==> src/slipcrc_pkg.sv <==
// Shared constants and types for the SLIP frame receiver with CRC-16 check.
package slipcrc_pkg;

   // SLIP framing symbols
   localparam logic [7:0] SymEnd    = 8'hC0;
   localparam logic [7:0] SymEsc    = 8'hDB;
   localparam logic [7:0] SymEscEnd = 8'hDC;
   localparam logic [7:0] SymEscEsc = 8'hDD;

   // CRC-16/Modbus, reflected
   localparam logic [15:0] CrcInit = 16'hFFFF;
   localparam logic [15:0] CrcPoly = 16'hA001;

   // frame capacity in decoded bytes; counter holds 0..MaxFrame
   localparam int MaxFrame = 64;
   localparam int LenWidth = 7;

   typedef struct packed {
      logic                data_valid;
      logic [7:0]          data_byte;
      logic                frame_done;
      logic [LenWidth-1:0] frame_length;
      logic                crc_ok;
      logic                address_match;
      logic                frame_aborted;
      logic                overflow;
   } rsp_type;

endpackage

==> src/slipcrc_crc_byte.sv <==
// One-byte CRC-16/Modbus update, bitwise reflected form.
module slipcrc_crc_byte (
   input  logic [15:0] crc_in,
   input  logic [7:0]  data_in,
   output logic [15:0] crc_out
);

   always_comb begin
      logic [15:0] c;
      c = crc_in ^ {8'h00, data_in};
      for (int k = 0; k < 8; k++) begin
         if (c[0]) begin
            c = (c >> 1) ^ slipcrc_pkg::CrcPoly;
         end else begin
            c = c >> 1;
         end
      end
      crc_out = c;
   end

endmodule

==> src/slip_frame_receiver_crc_check_core.sv <==
// SLIP frame receiver: unescaping, frame tracking, CRC-16/Modbus and address check.
//
//  channel   ports                           direction   handshake
//  --------  ------------------------------  ----------  ------------------
//  request   req_rx_byte                     in          req_valid/req_ready
//  response  rsp_data_valid .. rsp_overflow  out         rsp_valid/rsp_ready
//  csr       csr_wr_data (local_address)     in          csr_wr_en, no wait
//
// One item per cycle sustained while rsp_ready stays high. An accepted byte is
// held in the input register, is decoded against the frame state there, and its
// result lands in the output register, which drives rsp_valid.
// A stalled rsp_ready holds the output register; the input register then fills
// and req_ready drops in the same cycle. Reset (synchronous) empties both
// registers and returns the receiver to idle, waiting for an opening 0xC0.
module slip_frame_receiver_crc_check_core (
   input  logic                                clock,
   input  logic                                reset,
   // request
   input  logic                                req_valid,
   output logic                                req_ready,
   input  logic [7:0]                          req_rx_byte,
   // response
   output logic                                rsp_valid,
   input  logic                                rsp_ready,
   output logic                                rsp_data_valid,
   output logic [7:0]                          rsp_data_byte,
   output logic                                rsp_frame_done,
   output logic [slipcrc_pkg::LenWidth-1:0]    rsp_frame_length,
   output logic                                rsp_crc_ok,
   output logic                                rsp_address_match,
   output logic                                rsp_frame_aborted,
   output logic                                rsp_overflow,
   // configuration
   input  logic                                csr_wr_en,
   input  logic [7:0]                          csr_wr_data
);

   localparam int LW = slipcrc_pkg::LenWidth;

   // configuration
   logic [7:0] local_address_ff;

   // input register
   logic       in_valid_ff, in_valid_in;
   logic [7:0] in_byte_ff;

   // output register
   logic                 out_valid_ff, out_valid_in;
   slipcrc_pkg::rsp_type out_ff, out_in;

   // frame state
   logic          in_frame_ff,  in_frame_in;
   logic          esc_ff,       esc_in;
   logic [LW-1:0] count_ff,     count_in;
   logic [15:0]   crc_ff,       crc_in;
   logic [7:0]    tail0_ff,     tail0_in;   // older of the two trailing bytes
   logic [7:0]    tail1_ff,     tail1_in;
   logic [7:0]    first_ff,     first_in;
   logic          ovf_ff,       ovf_in;

   logic        out_free;
   logic        advance;
   logic [15:0] crc_fed;

   assign out_free    = !out_valid_ff || rsp_ready;
   assign advance     = in_valid_ff && out_free;
   assign req_ready   = !in_valid_ff || out_free;
   assign in_valid_in = (req_valid && req_ready) || (in_valid_ff && !out_free);
   assign out_valid_in = advance || (out_valid_ff && !rsp_ready);

   // CRC trails the data by two bytes so the received CRC never enters it
   slipcrc_crc_byte u_crc (
      .crc_in  (crc_ff),
      .data_in (tail0_ff),
      .crc_out (crc_fed)
   );

   // decode of the byte in the input register
   always_comb begin
      logic [7:0] dec;
      logic       have;
      logic       clear;
      dec   = in_byte_ff;
      have  = 1'b0;
      clear = 1'b0;

      in_frame_in = in_frame_ff;
      esc_in      = esc_ff;
      count_in    = count_ff;
      crc_in      = crc_ff;
      tail0_in    = tail0_ff;
      tail1_in    = tail1_ff;
      first_in    = first_ff;
      ovf_in      = ovf_ff;
      out_in      = '0;

      if (!in_frame_ff) begin
         // hunting for an opening delimiter
         if (in_byte_ff == slipcrc_pkg::SymEnd) begin
            in_frame_in = 1'b1;
            clear       = 1'b1;
         end
      end else if (in_byte_ff == slipcrc_pkg::SymEnd) begin
         if (count_ff == '0 && !ovf_ff) begin
            // back-to-back delimiters: stay open
            esc_in = 1'b0;
         end else begin
            out_in.frame_done    = 1'b1;
            out_in.frame_length  = count_ff;
            out_in.crc_ok        = (count_ff >= LW'(2)) && !ovf_ff
                                   && (crc_ff == {tail0_ff, tail1_ff});
            out_in.address_match = (count_ff != '0) && (first_ff == local_address_ff);
            out_in.overflow      = ovf_ff;
            in_frame_in          = 1'b0;
            clear                = 1'b1;
         end
      end else if (esc_ff) begin
         unique case (in_byte_ff)
            slipcrc_pkg::SymEscEnd: begin
               dec  = slipcrc_pkg::SymEnd;
               have = 1'b1;
               esc_in = 1'b0;
            end
            slipcrc_pkg::SymEscEsc: begin
               dec  = slipcrc_pkg::SymEsc;
               have = 1'b1;
               esc_in = 1'b0;
            end
            default: begin
               out_in.frame_aborted = 1'b1;
               in_frame_in          = 1'b0;
               clear                = 1'b1;
            end
         endcase
      end else if (in_byte_ff == slipcrc_pkg::SymEsc) begin
         esc_in = 1'b1;
      end else begin
         have = 1'b1;
      end

      if (have) begin
         if (count_ff < LW'(slipcrc_pkg::MaxFrame)) begin
            if (count_ff == '0) begin
               first_in = dec;
            end
            if (count_ff >= LW'(2)) begin
               crc_in = crc_fed;
            end
            tail0_in = tail1_ff;
            tail1_in = dec;
            count_in = count_ff + LW'(1);
            out_in.data_valid = 1'b1;
            out_in.data_byte  = dec;
         end else begin
            ovf_in = 1'b1;
         end
      end

      if (clear) begin
         esc_in   = 1'b0;
         count_in = '0;
         crc_in   = slipcrc_pkg::CrcInit;
         tail0_in = '0;
         tail1_in = '0;
         first_in = '0;
         ovf_in   = 1'b0;
      end
   end

   always_ff @(posedge clock) begin
      if (reset) begin
         local_address_ff <= '0;
         in_valid_ff      <= 1'b0;
         out_valid_ff     <= 1'b0;
         in_frame_ff      <= 1'b0;
         esc_ff           <= 1'b0;
         count_ff         <= '0;
         crc_ff           <= slipcrc_pkg::CrcInit;
         tail0_ff         <= '0;
         tail1_ff         <= '0;
         first_ff         <= '0;
         ovf_ff           <= 1'b0;
      end else begin
         if (csr_wr_en) begin
            local_address_ff <= csr_wr_data;
         end
         in_valid_ff  <= in_valid_in;
         out_valid_ff <= out_valid_in;
         if (advance) begin
            in_frame_ff <= in_frame_in;
            esc_ff      <= esc_in;
            count_ff    <= count_in;
            crc_ff      <= crc_in;
            tail0_ff    <= tail0_in;
            tail1_ff    <= tail1_in;
            first_ff    <= first_in;
            ovf_ff      <= ovf_in;
         end
      end
   end

   // payload registers
   always_ff @(posedge clock) begin
      if (req_valid && req_ready) begin
         in_byte_ff <= req_rx_byte;
      end
      if (advance) begin
         out_ff <= out_in;
      end
   end

   assign rsp_valid         = out_valid_ff;
   assign rsp_data_valid    = out_ff.data_valid;
   assign rsp_data_byte     = out_ff.data_byte;
   assign rsp_frame_done    = out_ff.frame_done;
   assign rsp_frame_length  = out_ff.frame_length;
   assign rsp_crc_ok        = out_ff.crc_ok;
   assign rsp_address_match = out_ff.address_match;
   assign rsp_frame_aborted = out_ff.frame_aborted;
   assign rsp_overflow      = out_ff.overflow;

endmodule

==> config.mk <==
export PLATFORM = sky130hd
export DESIGN_NAME = slip_frame_receiver_crc_check_core
export DESIGN_NICKNAME = d
export VERILOG_FILES = /design/src/slipcrc_pkg.sv /design/src/slipcrc_crc_byte.sv /design/src/slip_frame_receiver_crc_check_core.sv
export SDC_FILE = /design/constraint.sdc
export NUM_CORES = 1
export LEC_CHECK = 0
export ABC_AREA = 1
export ABC_CLOCK_PERIOD_IN_PS = 2250
export BUFFER_PORTS_ARGS = -buffer_cell sky130_fd_sc_hd__buf_2
export CAP_MARGIN = 10
export CELL_PAD_IN_SITES_DETAIL_PLACEMENT = 1
export CELL_PAD_IN_SITES_GLOBAL_PLACEMENT = 2
export CORE_ASPECT_RATIO = 1.5
export CORE_MARGIN = 1.5
export CORE_UTILIZATION = 35
export DETAILED_ROUTE_END_ITERATION = 10
export PLACE_DENSITY = 0.81
export SLEW_MARGIN = 20
export SYNTH_ARGS = -nofsm -noshare
export SYNTH_HDL_FRONTEND = slang
export SYNTH_SLANG_ARGS = --single-unit
export TNS_END_PERCENT = 10
==> constraint.sdc <==
create_clock -name clock -period 2.25 [get_ports clock]
set_input_delay 0.225 -clock clock [delete_from_list [all_inputs] [get_ports clock]]
set_output_delay 0.225 -clock clock [all_outputs]
set_load 0.01 [all_outputs]
==> impl_metrics.ini, run 1 <==
[logic_synthesis]
ys_warn_count = 0
synthAdderAreaFrac_pct = 0.5737
syn_area_per_cell_um2 = 8.276
synthXorXnorAreaFrac_pct = 3.815
synthArstFlopShare_pct = 0
synth_area_leaders = dfxtp_1 (28%), edfxtp_1 (20%), nand2_1 (10%)
syn_nets = 550
synthMuxAreaShare_pct = 0
yosysSeqAreaShare_pct = 47.50
synth.distinct_cells = 43
ys_ff_latch = 89
synthSimpleGateAreaFrac_pct = 25.82
synthCells = 527
synth_top_area_share_pct = 27.54
yosysTopAreaCell = dfxtp_1
synth_compound_area_share_pct = 14.83
synth_edf_count = 29
synth_ff_type = dfxtp_1
netlist_area_um2 = 4362
synth_top_family_by_area = simple AND/OR/NAND/NOR gates

[timing]
tightest_slew_ps = 582.5
hold_viol = 0
setup_viol = 0
rsz0062_at_grt = false
fin_crit_ps = 2088
tns_ps = 0
relSlewSlack_pct = 60.89
slew_viol_final = 0
skew_ps = 6.518
fmax_mhz = 479.0
fin_crit_sh_pct = 92.79

[cells_and_area]
drive_gt1_share_pct = 20.75
fin_util_pct = 42.49
final_common_cell = nand2_1
n_antenna_cell = 0
final_cell_mix = nand2_1 (119), nor2_1 (71), dfxtp_1 (60), inv_1 (50), buf_2 (43)
stdcell_count = 741
area_delta_synth_final_pct = 17.67
final_area_um2 = 5132
nets = 606
fillers = 1447

[power_and_ir_drop]
peakVddDrop_mv = 0.3305
power_density_nw_per_um2 = 687.9
leakage_nw = 2.177

[global_route]
grt_pass1_wl_mm = 19.87
grt_overflow = 0
first_global_vias = 4035
grt_start_max_net_pins = 35
grt_use_total_pct = 19.89
use_met3_pct = 3.005
antenna_found_initial = 0
grt_most_used_layer = met2
use_met2_pct = 36.58
grtUsageMet1_pct = 21.62

[critical_path]
start_kind = flop
path_max_fanout = 13
reg2reg_to = first_ff[1]
worstRegToRegCells = 11
critPathArrivalTime_ps = 2330
critical_path_class = reg2reg
cp-end-kind = flop
rrSetupSlack_ps = 160
cp.required_ps = 2490
r2r_start = in_byte_ff[5]

[floorplanning]
fp.dieH_um = 139.7
coreArea_um2 = 12080
start_util_pct = 36.11
die_w_um = 94.15
dieArea_um2 = 13150
num_rows = 49
ios = 44

[cts]
htreeDepth = 3
clock-sinks = 89
cts_inserted_buffers = 9
cts_tree = done
cts.path.max_buffers = 2
clock_latency_ps = 340
cts-root-buf = clkbuf_16
path_clk_slew_ps = 70

[place]
port_buffers = 43
dp_hpwl_mm = 9.434
place_area_um2 = 4782
globalplace.congestion = 0.8167
post-place-cells = 724

[routing]
wl_mm = 12.13
ant_nets = 0
routed_via_density = 5.057
drtIter0Drc = 103
drc = 0
num_vias = 3747
dr.pass1.iters = 4
post_drt_wl_per_cell_um = 16.36

[worst_hold_path]
min_from = req_rx_byte[6]
holdPathStages = 1
min_to = in_byte_ff[6]
min_path_type = in2reg

[outcome]
status = completed

[flow_run]
drv_cap = 0
-- cell families after synthesis --
group	count (synthesis)
flip-flops	89
adder cells (fa/ha/maj)	2
AO/OA/AOI/OAI	97
XOR/XNOR	19
buffers and inverters	70
AND/OR/NAND/NOR	250
-- registers in the layout (all words and copies together) (netlist names), 8 cells and up --
signal,flops
crc_ff,16
first_ff,8
in_byte_ff,8
local_address_ff,8
rsp_data_byte,8
tail0_ff,8
tail1_ff,8
-- how the worst max path moves through the flow --
stage / startpoint / endpoint / slack, ps / cells past startpoint
floorplan: rsp_valid / crc_ff[0] / 210 / 8
global placement: in_byte_ff[5] / first_ff[2] / 150 / 11
detailed placement: in_byte_ff[5] / first_ff[2] / 100 / 11
CTS: in_byte_ff[1] / crc_ff[0] / 90 / 12
global route: in_byte_ff[1] / crc_ff[7] / 5 / 13
finish: in_byte_ff[5] / first_ff[1] / 160 / 11
-- metrics by stage --
step	setup WS, ps	hold WS (ps)	power, mW
floorplan	211.0	294.1	1.840
global placement	150.4	403.4	1.906
detailed placement	104.8	406.2	1.913
CTS	94.85	52.77	3.568
global route	4.821	54.62	3.649
finish	162.1	60.12	3.530
-- layout make-up --
class | count | area, µm² | share of cell area, %
flip-flops and latches | 89 | 2072 | 40.37
multi-input cells | 368 | 1964 | 38.27
repair buffers | 56 | 337.8 | 6.582
clock buffers | 10 | 239.0 | 4.656
inverters | 59 | 239.0 | 4.656
well taps | 153 | 191.4 | 3.730
clock inverters | 6 | 88.84 | 1.731
-- repair_timing --
action,in CTS,in global routing
hold buffers,0,0
setup buffers,0,1
endpoints found under the setup margin,0,13
resized for setup,0,2
-- worst max-delay path, stage by stage (launching register included) --
cell	delay (ps)
edfxtp_1	420
inv_2	100
nand3_1	160
nor2_1	160
nor2_2	80
a21oi_4	170
nand4_4	130
buf_4	240
o21ai_4	230
inv_2	100
nor2_1	130
nor2_1	60
-- Yosys cell counts (6+ instances only) --
| library cell | count |
|---|---|
| nand3_1 | 28 |
| o21ai_2 | 6 |
| nand2_1 | 119 |
| edfxtp_1 | 29 |
| a21oi_1 | 21 |
| o21ai_1 | 15 |
| nor2_1 | 71 |
| xnor2_1 | 11 |
| a21oi_2 | 9 |
| o21ai_0 | 28 |
| o211ai_2 | 7 |
| xor2_1 | 8 |
| inv_1 | 50 |
| dfxtp_1 | 60 |
-- where the power goes --
group          switching [mW]  total, mW  internal [mW]
clock                   0.647       1.66           1.01
sequential             0.0192       1.71           1.69
combinational           0.108      0.163         0.0550
total                   0.774       3.53           2.76
-- metal layers --
layer  share of wire [%]  vias up
met5                   0        -
met4                 3.3        0
met3                 1.9       27
met2                  55       50
met1                  40     1826
li1                    -     1844
Power figures use the tool's default switching activity.
==> run 2, diff against run 1 <==
CAP_MARGIN = 20   (was 10)
PLACE_DENSITY = 0.82   (was 0.81)
==> impl_metrics.ini, run 2 (same netlist as run 1, synthesis figures left out) <==
[global_route]
grt_overflow = 0
grt_start_max_net_pins = 25
grt_pass1_wl_mm = 19.67
first_global_vias = 3972
antenna_found_initial = 0
grt_use_total_pct = 19.56

[place]
globalplace.congestion = 0.8211
post-place-cells = 725
port_buffers = 43
dpl_worst_slack_ps = 78.68
dp_hpwl_mm = 9.292

[critical_path]
path_max_fanout = 13
worstRegToRegCells = 12
cp-end-kind = flop
rrSetupSlack_ps = 170
critical_path_class = reg2reg
critPathMaxStageDelay_ps = 420
cp.required_ps = 2540
critPathSlowestCell = edfxtp_1
path_cells = inv_2, nand3_1, nor2_4, nand2_1, o21ai_2, nor2_4, inv_6, nand2_8, o21ai_4, buf_4, o21ai_1, nand3_1
start_kind = flop
reg2reg_to = crc_ff[12]
r2r_start = in_byte_ff[5]
critPathArrivalTime_ps = 2370

[cells_and_area]
stdcell_count = 741
final_common_cell = nand2_1
n_antenna_cell = 0
largest-register = crc_ff
largest_reg_flops = 16
regArea_um2 = 2072
final_cell_mix = nand2_1 (119), nor2_1 (70), dfxtp_1 (60), inv_1 (50), buf_2 (43)
area_delta_synth_final_pct = 17.36
fin_util_pct = 42.38
nets = 606
multiInputGateArea_um2 = 1977
drive_gt1_share_pct = 21.09
fillers = 1440

[timing]
tightest_slew_ps = 480.0
hold_ws_ps = 52.54
setup_viol = 0
fin_crit_ps = 2082
rsz0062_at_grt = false
tns_ps = 0
hold_viol = 0
fmax_mhz = 480.3
setup_ws_ps = 167.8
relSlewSlack_pct = 67.88
fin_crit_sh_pct = 92.54
slew_viol_final = 0
skew_ps = 8.036

[floorplanning]
num_rows = 49
ios = 44
coreArea_um2 = 12080
fp.dieH_um = 139.7
die_w_um = 94.15
dieArea_um2 = 13150
start_util_pct = 36.11

[power_and_ir_drop]
leakage_nw = 2.166
peakVddDrop_mv = 0.4142
power_density_nw_per_um2 = 672.6

[routing]
num_vias = 3693
routed_via_density = 4.984
wl_mm = 11.80
dr.pass1.iters = 4
drtIter0Drc = 104
post_drt_wl_per_cell_um = 15.92
drc = 0
ant_nets = 0

[worst_hold_path]
min_path_type = in2reg
holdPathStages = 1
min_to = in_byte_ff[4]
min_from = req_rx_byte[4]

[cts]
clock-sinks = 89
cts.path.max_buffers = 2
cts_hold_buf = 0
cts_tree = done
clock_latency_ps = 350
cts_setup_buffers = 0
htreeDepth = 3
cts-root-buf = clkbuf_16
cts_inserted_buffers = 9
path_clk_slew_ps = 60
cts_resized = 0

[flow_run]
drv_cap = 0

[outcome]
status = completed
==> run 2: per-stage QoR <==
step / instance area [µm²] / power (mW)
5_1_grt: 5119 / 3.556
3_3_place_gp: 4777 / 1.907
6_report: 5119 / 3.443
3_5_place_dp: 4777 / 1.913
2_1_floorplan: 4362 / 1.840
4_1_cts: 5094 / 3.487
==> run 2: worst max path at each step <==
| stage | from | to | slack (ps) | depth (start not counted) |
|---|---|---|---|---|
| after floorplan | rsp_valid | crc_ff[0] | 210 | 8 |
| after global placement | in_byte_ff[1] | rsp_crc_ok | 100 | 7 |
| after detailed placement | in_byte_ff[1] | rsp_crc_ok | 80 | 7 |
| after CTS | in_byte_ff[1] | crc_ff[0] | 40 | 12 |
| after global routing | in_byte_ff[5] | crc_ff[13] | 20 | 12 |
| final | in_byte_ff[5] | crc_ff[12] | 170 | 12 |
==> run 2: critical path, delay by kind of cell (launching register included) <==
kind | cells | cell delay [ps]
flip-flops | 1 | 420
AO/OA/AOI/OAI | 3 | 470
buffers and inverters | 3 | 450
AND/OR/NAND/NOR | 6 | 670
==> run 2: report_power, final <==
group | leakage, nW | internal [mW] | switching [mW]
clock network | 0.158 | 0.956 | 0.612
logic | 1.25 | 0.0559 | 0.105
registers | 0.762 | 1.69 | 0.0192
total | 2.17 | 2.71 | 0.737
==> run 2: final cells by class <==
class | instances | share of cell area [%]
Sequential cell | 89 | 40.48
Multi-Input combinational cell | 368 | 38.62
Timing Repair Buffer | 56 | 6.258
Clock buffer | 12 | 5.231
Inverter | 59 | 4.718
Tap cell | 153 | 3.740
Clock inverter | 4 | 0.9533
==> run 2: per-layer routing <==
metal,part of all wire [%],wire length (µm),global-route usage (%),up-vias
met2,55,6540,36.31,55
met1,39,4567,20.95,1768
met3,2.6,307,3.005,21
met5,0,0,0,-
met4,3.2,380,9.269,0
li1,-,-,-,1849
==> run 3, diff against run 2 <==
BUFFER_PORTS_ARGS = -buffer_cell sky130_fd_sc_hd__clkbuf_2   (was -buffer_cell sky130_fd_sc_hd__buf_2)
CTS_CLUSTER_SIZE = 28   (was unset)
==> impl_metrics.ini, run 3 (same netlist as run 1, synthesis figures left out) <==
[cells_and_area]
final_area_um2 = 5111
n_antenna_cell = 0
largest-register = crc_ff
largest_reg_flops = 16
nets = 607
final_cell_mix = nand2_1 (119), nor2_1 (69), dfxtp_1 (60), inv_1 (50), clkbuf_2 (43)
drive_gt1_share_pct = 21.39
stdcell_count = 742
final_common_cell = nand2_1
area_delta_synth_final_pct = 17.18

[routing]
drc = 0
num_vias = 3716
post_drt_wl_per_cell_um = 16.33
ant_nets = 0
routed_via_density = 5.008
wl_mm = 12.12
drtIter0Drc = 130
dr.pass1.iters = 4

[global_route]
grt_overflow = 0
first_global_vias = 4012
grt_pass1_wl_mm = 20.11
grt_start_max_net_pins = 32
antenna_found_initial = 0
grt_use_total_pct = 19.86

[critical_path]
r2r_start = in_byte_ff[1]
critical_path_class = reg2reg
cp.required_ps = 2520
path_max_fanout = 10
cp-end-kind = flop
reg2reg_to = crc_ff[1]
critPathArrivalTime_ps = 2410
start_kind = flop
rrSetupSlack_ps = 100
worstRegToRegCells = 12

[timing]
setup_ws_ps = 104.5
setup_viol = 0
fin_crit_sh_pct = 95.35
relSlewSlack_pct = 65.67
hold_viol = 0
fmax_mhz = 466.1
slew_viol_final = 0
tightest_slew_ps = 511.3
hold_ws_ps = 56.91
rsz0062_at_grt = true
skew_ps = 8.615
tns_ps = 0
fin_crit_ps = 2145

[place]
dpl_worst_slack_ps = 79.96
port_buffers = 43
post-place-cells = 725
globalplace.congestion = 0.8260
place_area_um2 = 4777
dp_hpwl_mm = 9.381

[outcome]
status = completed

[worst_hold_path]
min_from = req_rx_byte[7]
holdPathStages = 1
min_to = in_byte_ff[7]
min_path_type = in2reg

[floorplanning]
num_rows = 49
fp.dieH_um = 139.7
dieArea_um2 = 13150
coreArea_um2 = 12080
start_util_pct = 36.11
ios = 44
die_w_um = 94.15

[flow_run]
drv_cap = 0

[cts]
clock_latency_ps = 340
path_clk_slew_ps = 70
cts.path.max_buffers = 2
cts_hold_buf = 0
clock-sinks = 89
cts_tree = done
htreeDepth = 3
cts_inserted_buffers = 9
cts-root-buf = clkbuf_16

[power_and_ir_drop]
peakVddDrop_mv = 0.4662
power_density_nw_per_um2 = 670.5
leakage_nw = 2.177
## run 3: metrics by stage
step	util, %	total power [mW]
after floorplan	-	1.840
after global placement	39.55	1.907
after CTS	42.16	3.463
after global routing	42.32	3.541
after detailed placement	39.55	1.913
final	42.32	3.427
## run 3: worst max path at each step
| stage | end | start |
|---|---|---|
| floorplan | crc_ff[0] | rsp_valid |
| global placement | rsp_crc_ok | in_byte_ff[1] |
| detailed placement | rsp_crc_ok | in_byte_ff[1] |
| CTS | rsp_crc_ok | in_byte_ff[1] |
| global route | crc_ff[1] | in_byte_ff[1] |
| finish | crc_ff[1] | in_byte_ff[1] |
## run 3: critical path: stages (launching register included)
cell	delay, ps
edfxtp_1	450
nor2_2	170
nand3_2	90
nor2_4	200
nand2_1	120
o21ai_2	190
nor2_4	60
inv_4	120
nand2_8	100
o21ai_4	130
buf_4	250
o21ai_0	130
o211ai_2	70
## run 3: where the power goes
part	leakage, nW	switching [mW]	internal, mW
combinational	1.26	0.106	0.0546
sequential	0.762	0.0203	1.69
clock	0.157	0.657	0.896
## run 3: what timing repair did
item / 4_1_cts / 5_1_grt
endpoints found under the setup margin: 0 / 15
setup buffers: 0 / 1
resized for setup: 0 / 4
## run 3: metal layers
layer / wire length [µm] / up-vias / GRT usage, %
met5: 0 / - / 0
met1: 4648 / 1796 / 21.20
met3: 237 / 25 / 3.005
met4: 517 / 0 / 10.37
li1: - / 1844 / -
met2: 6713 / 51 / 36.54
## run 3: final cells by class
cell class,count,area (µm²)
multi-input cells,368,1976
repair buffers,57,320.3
fillers,1465,6967
clock buffers,11,275.3
flip-flops and latches,89,2072
inverters,59,236.5
well taps,153,191.4
clock inverters,5,40.04
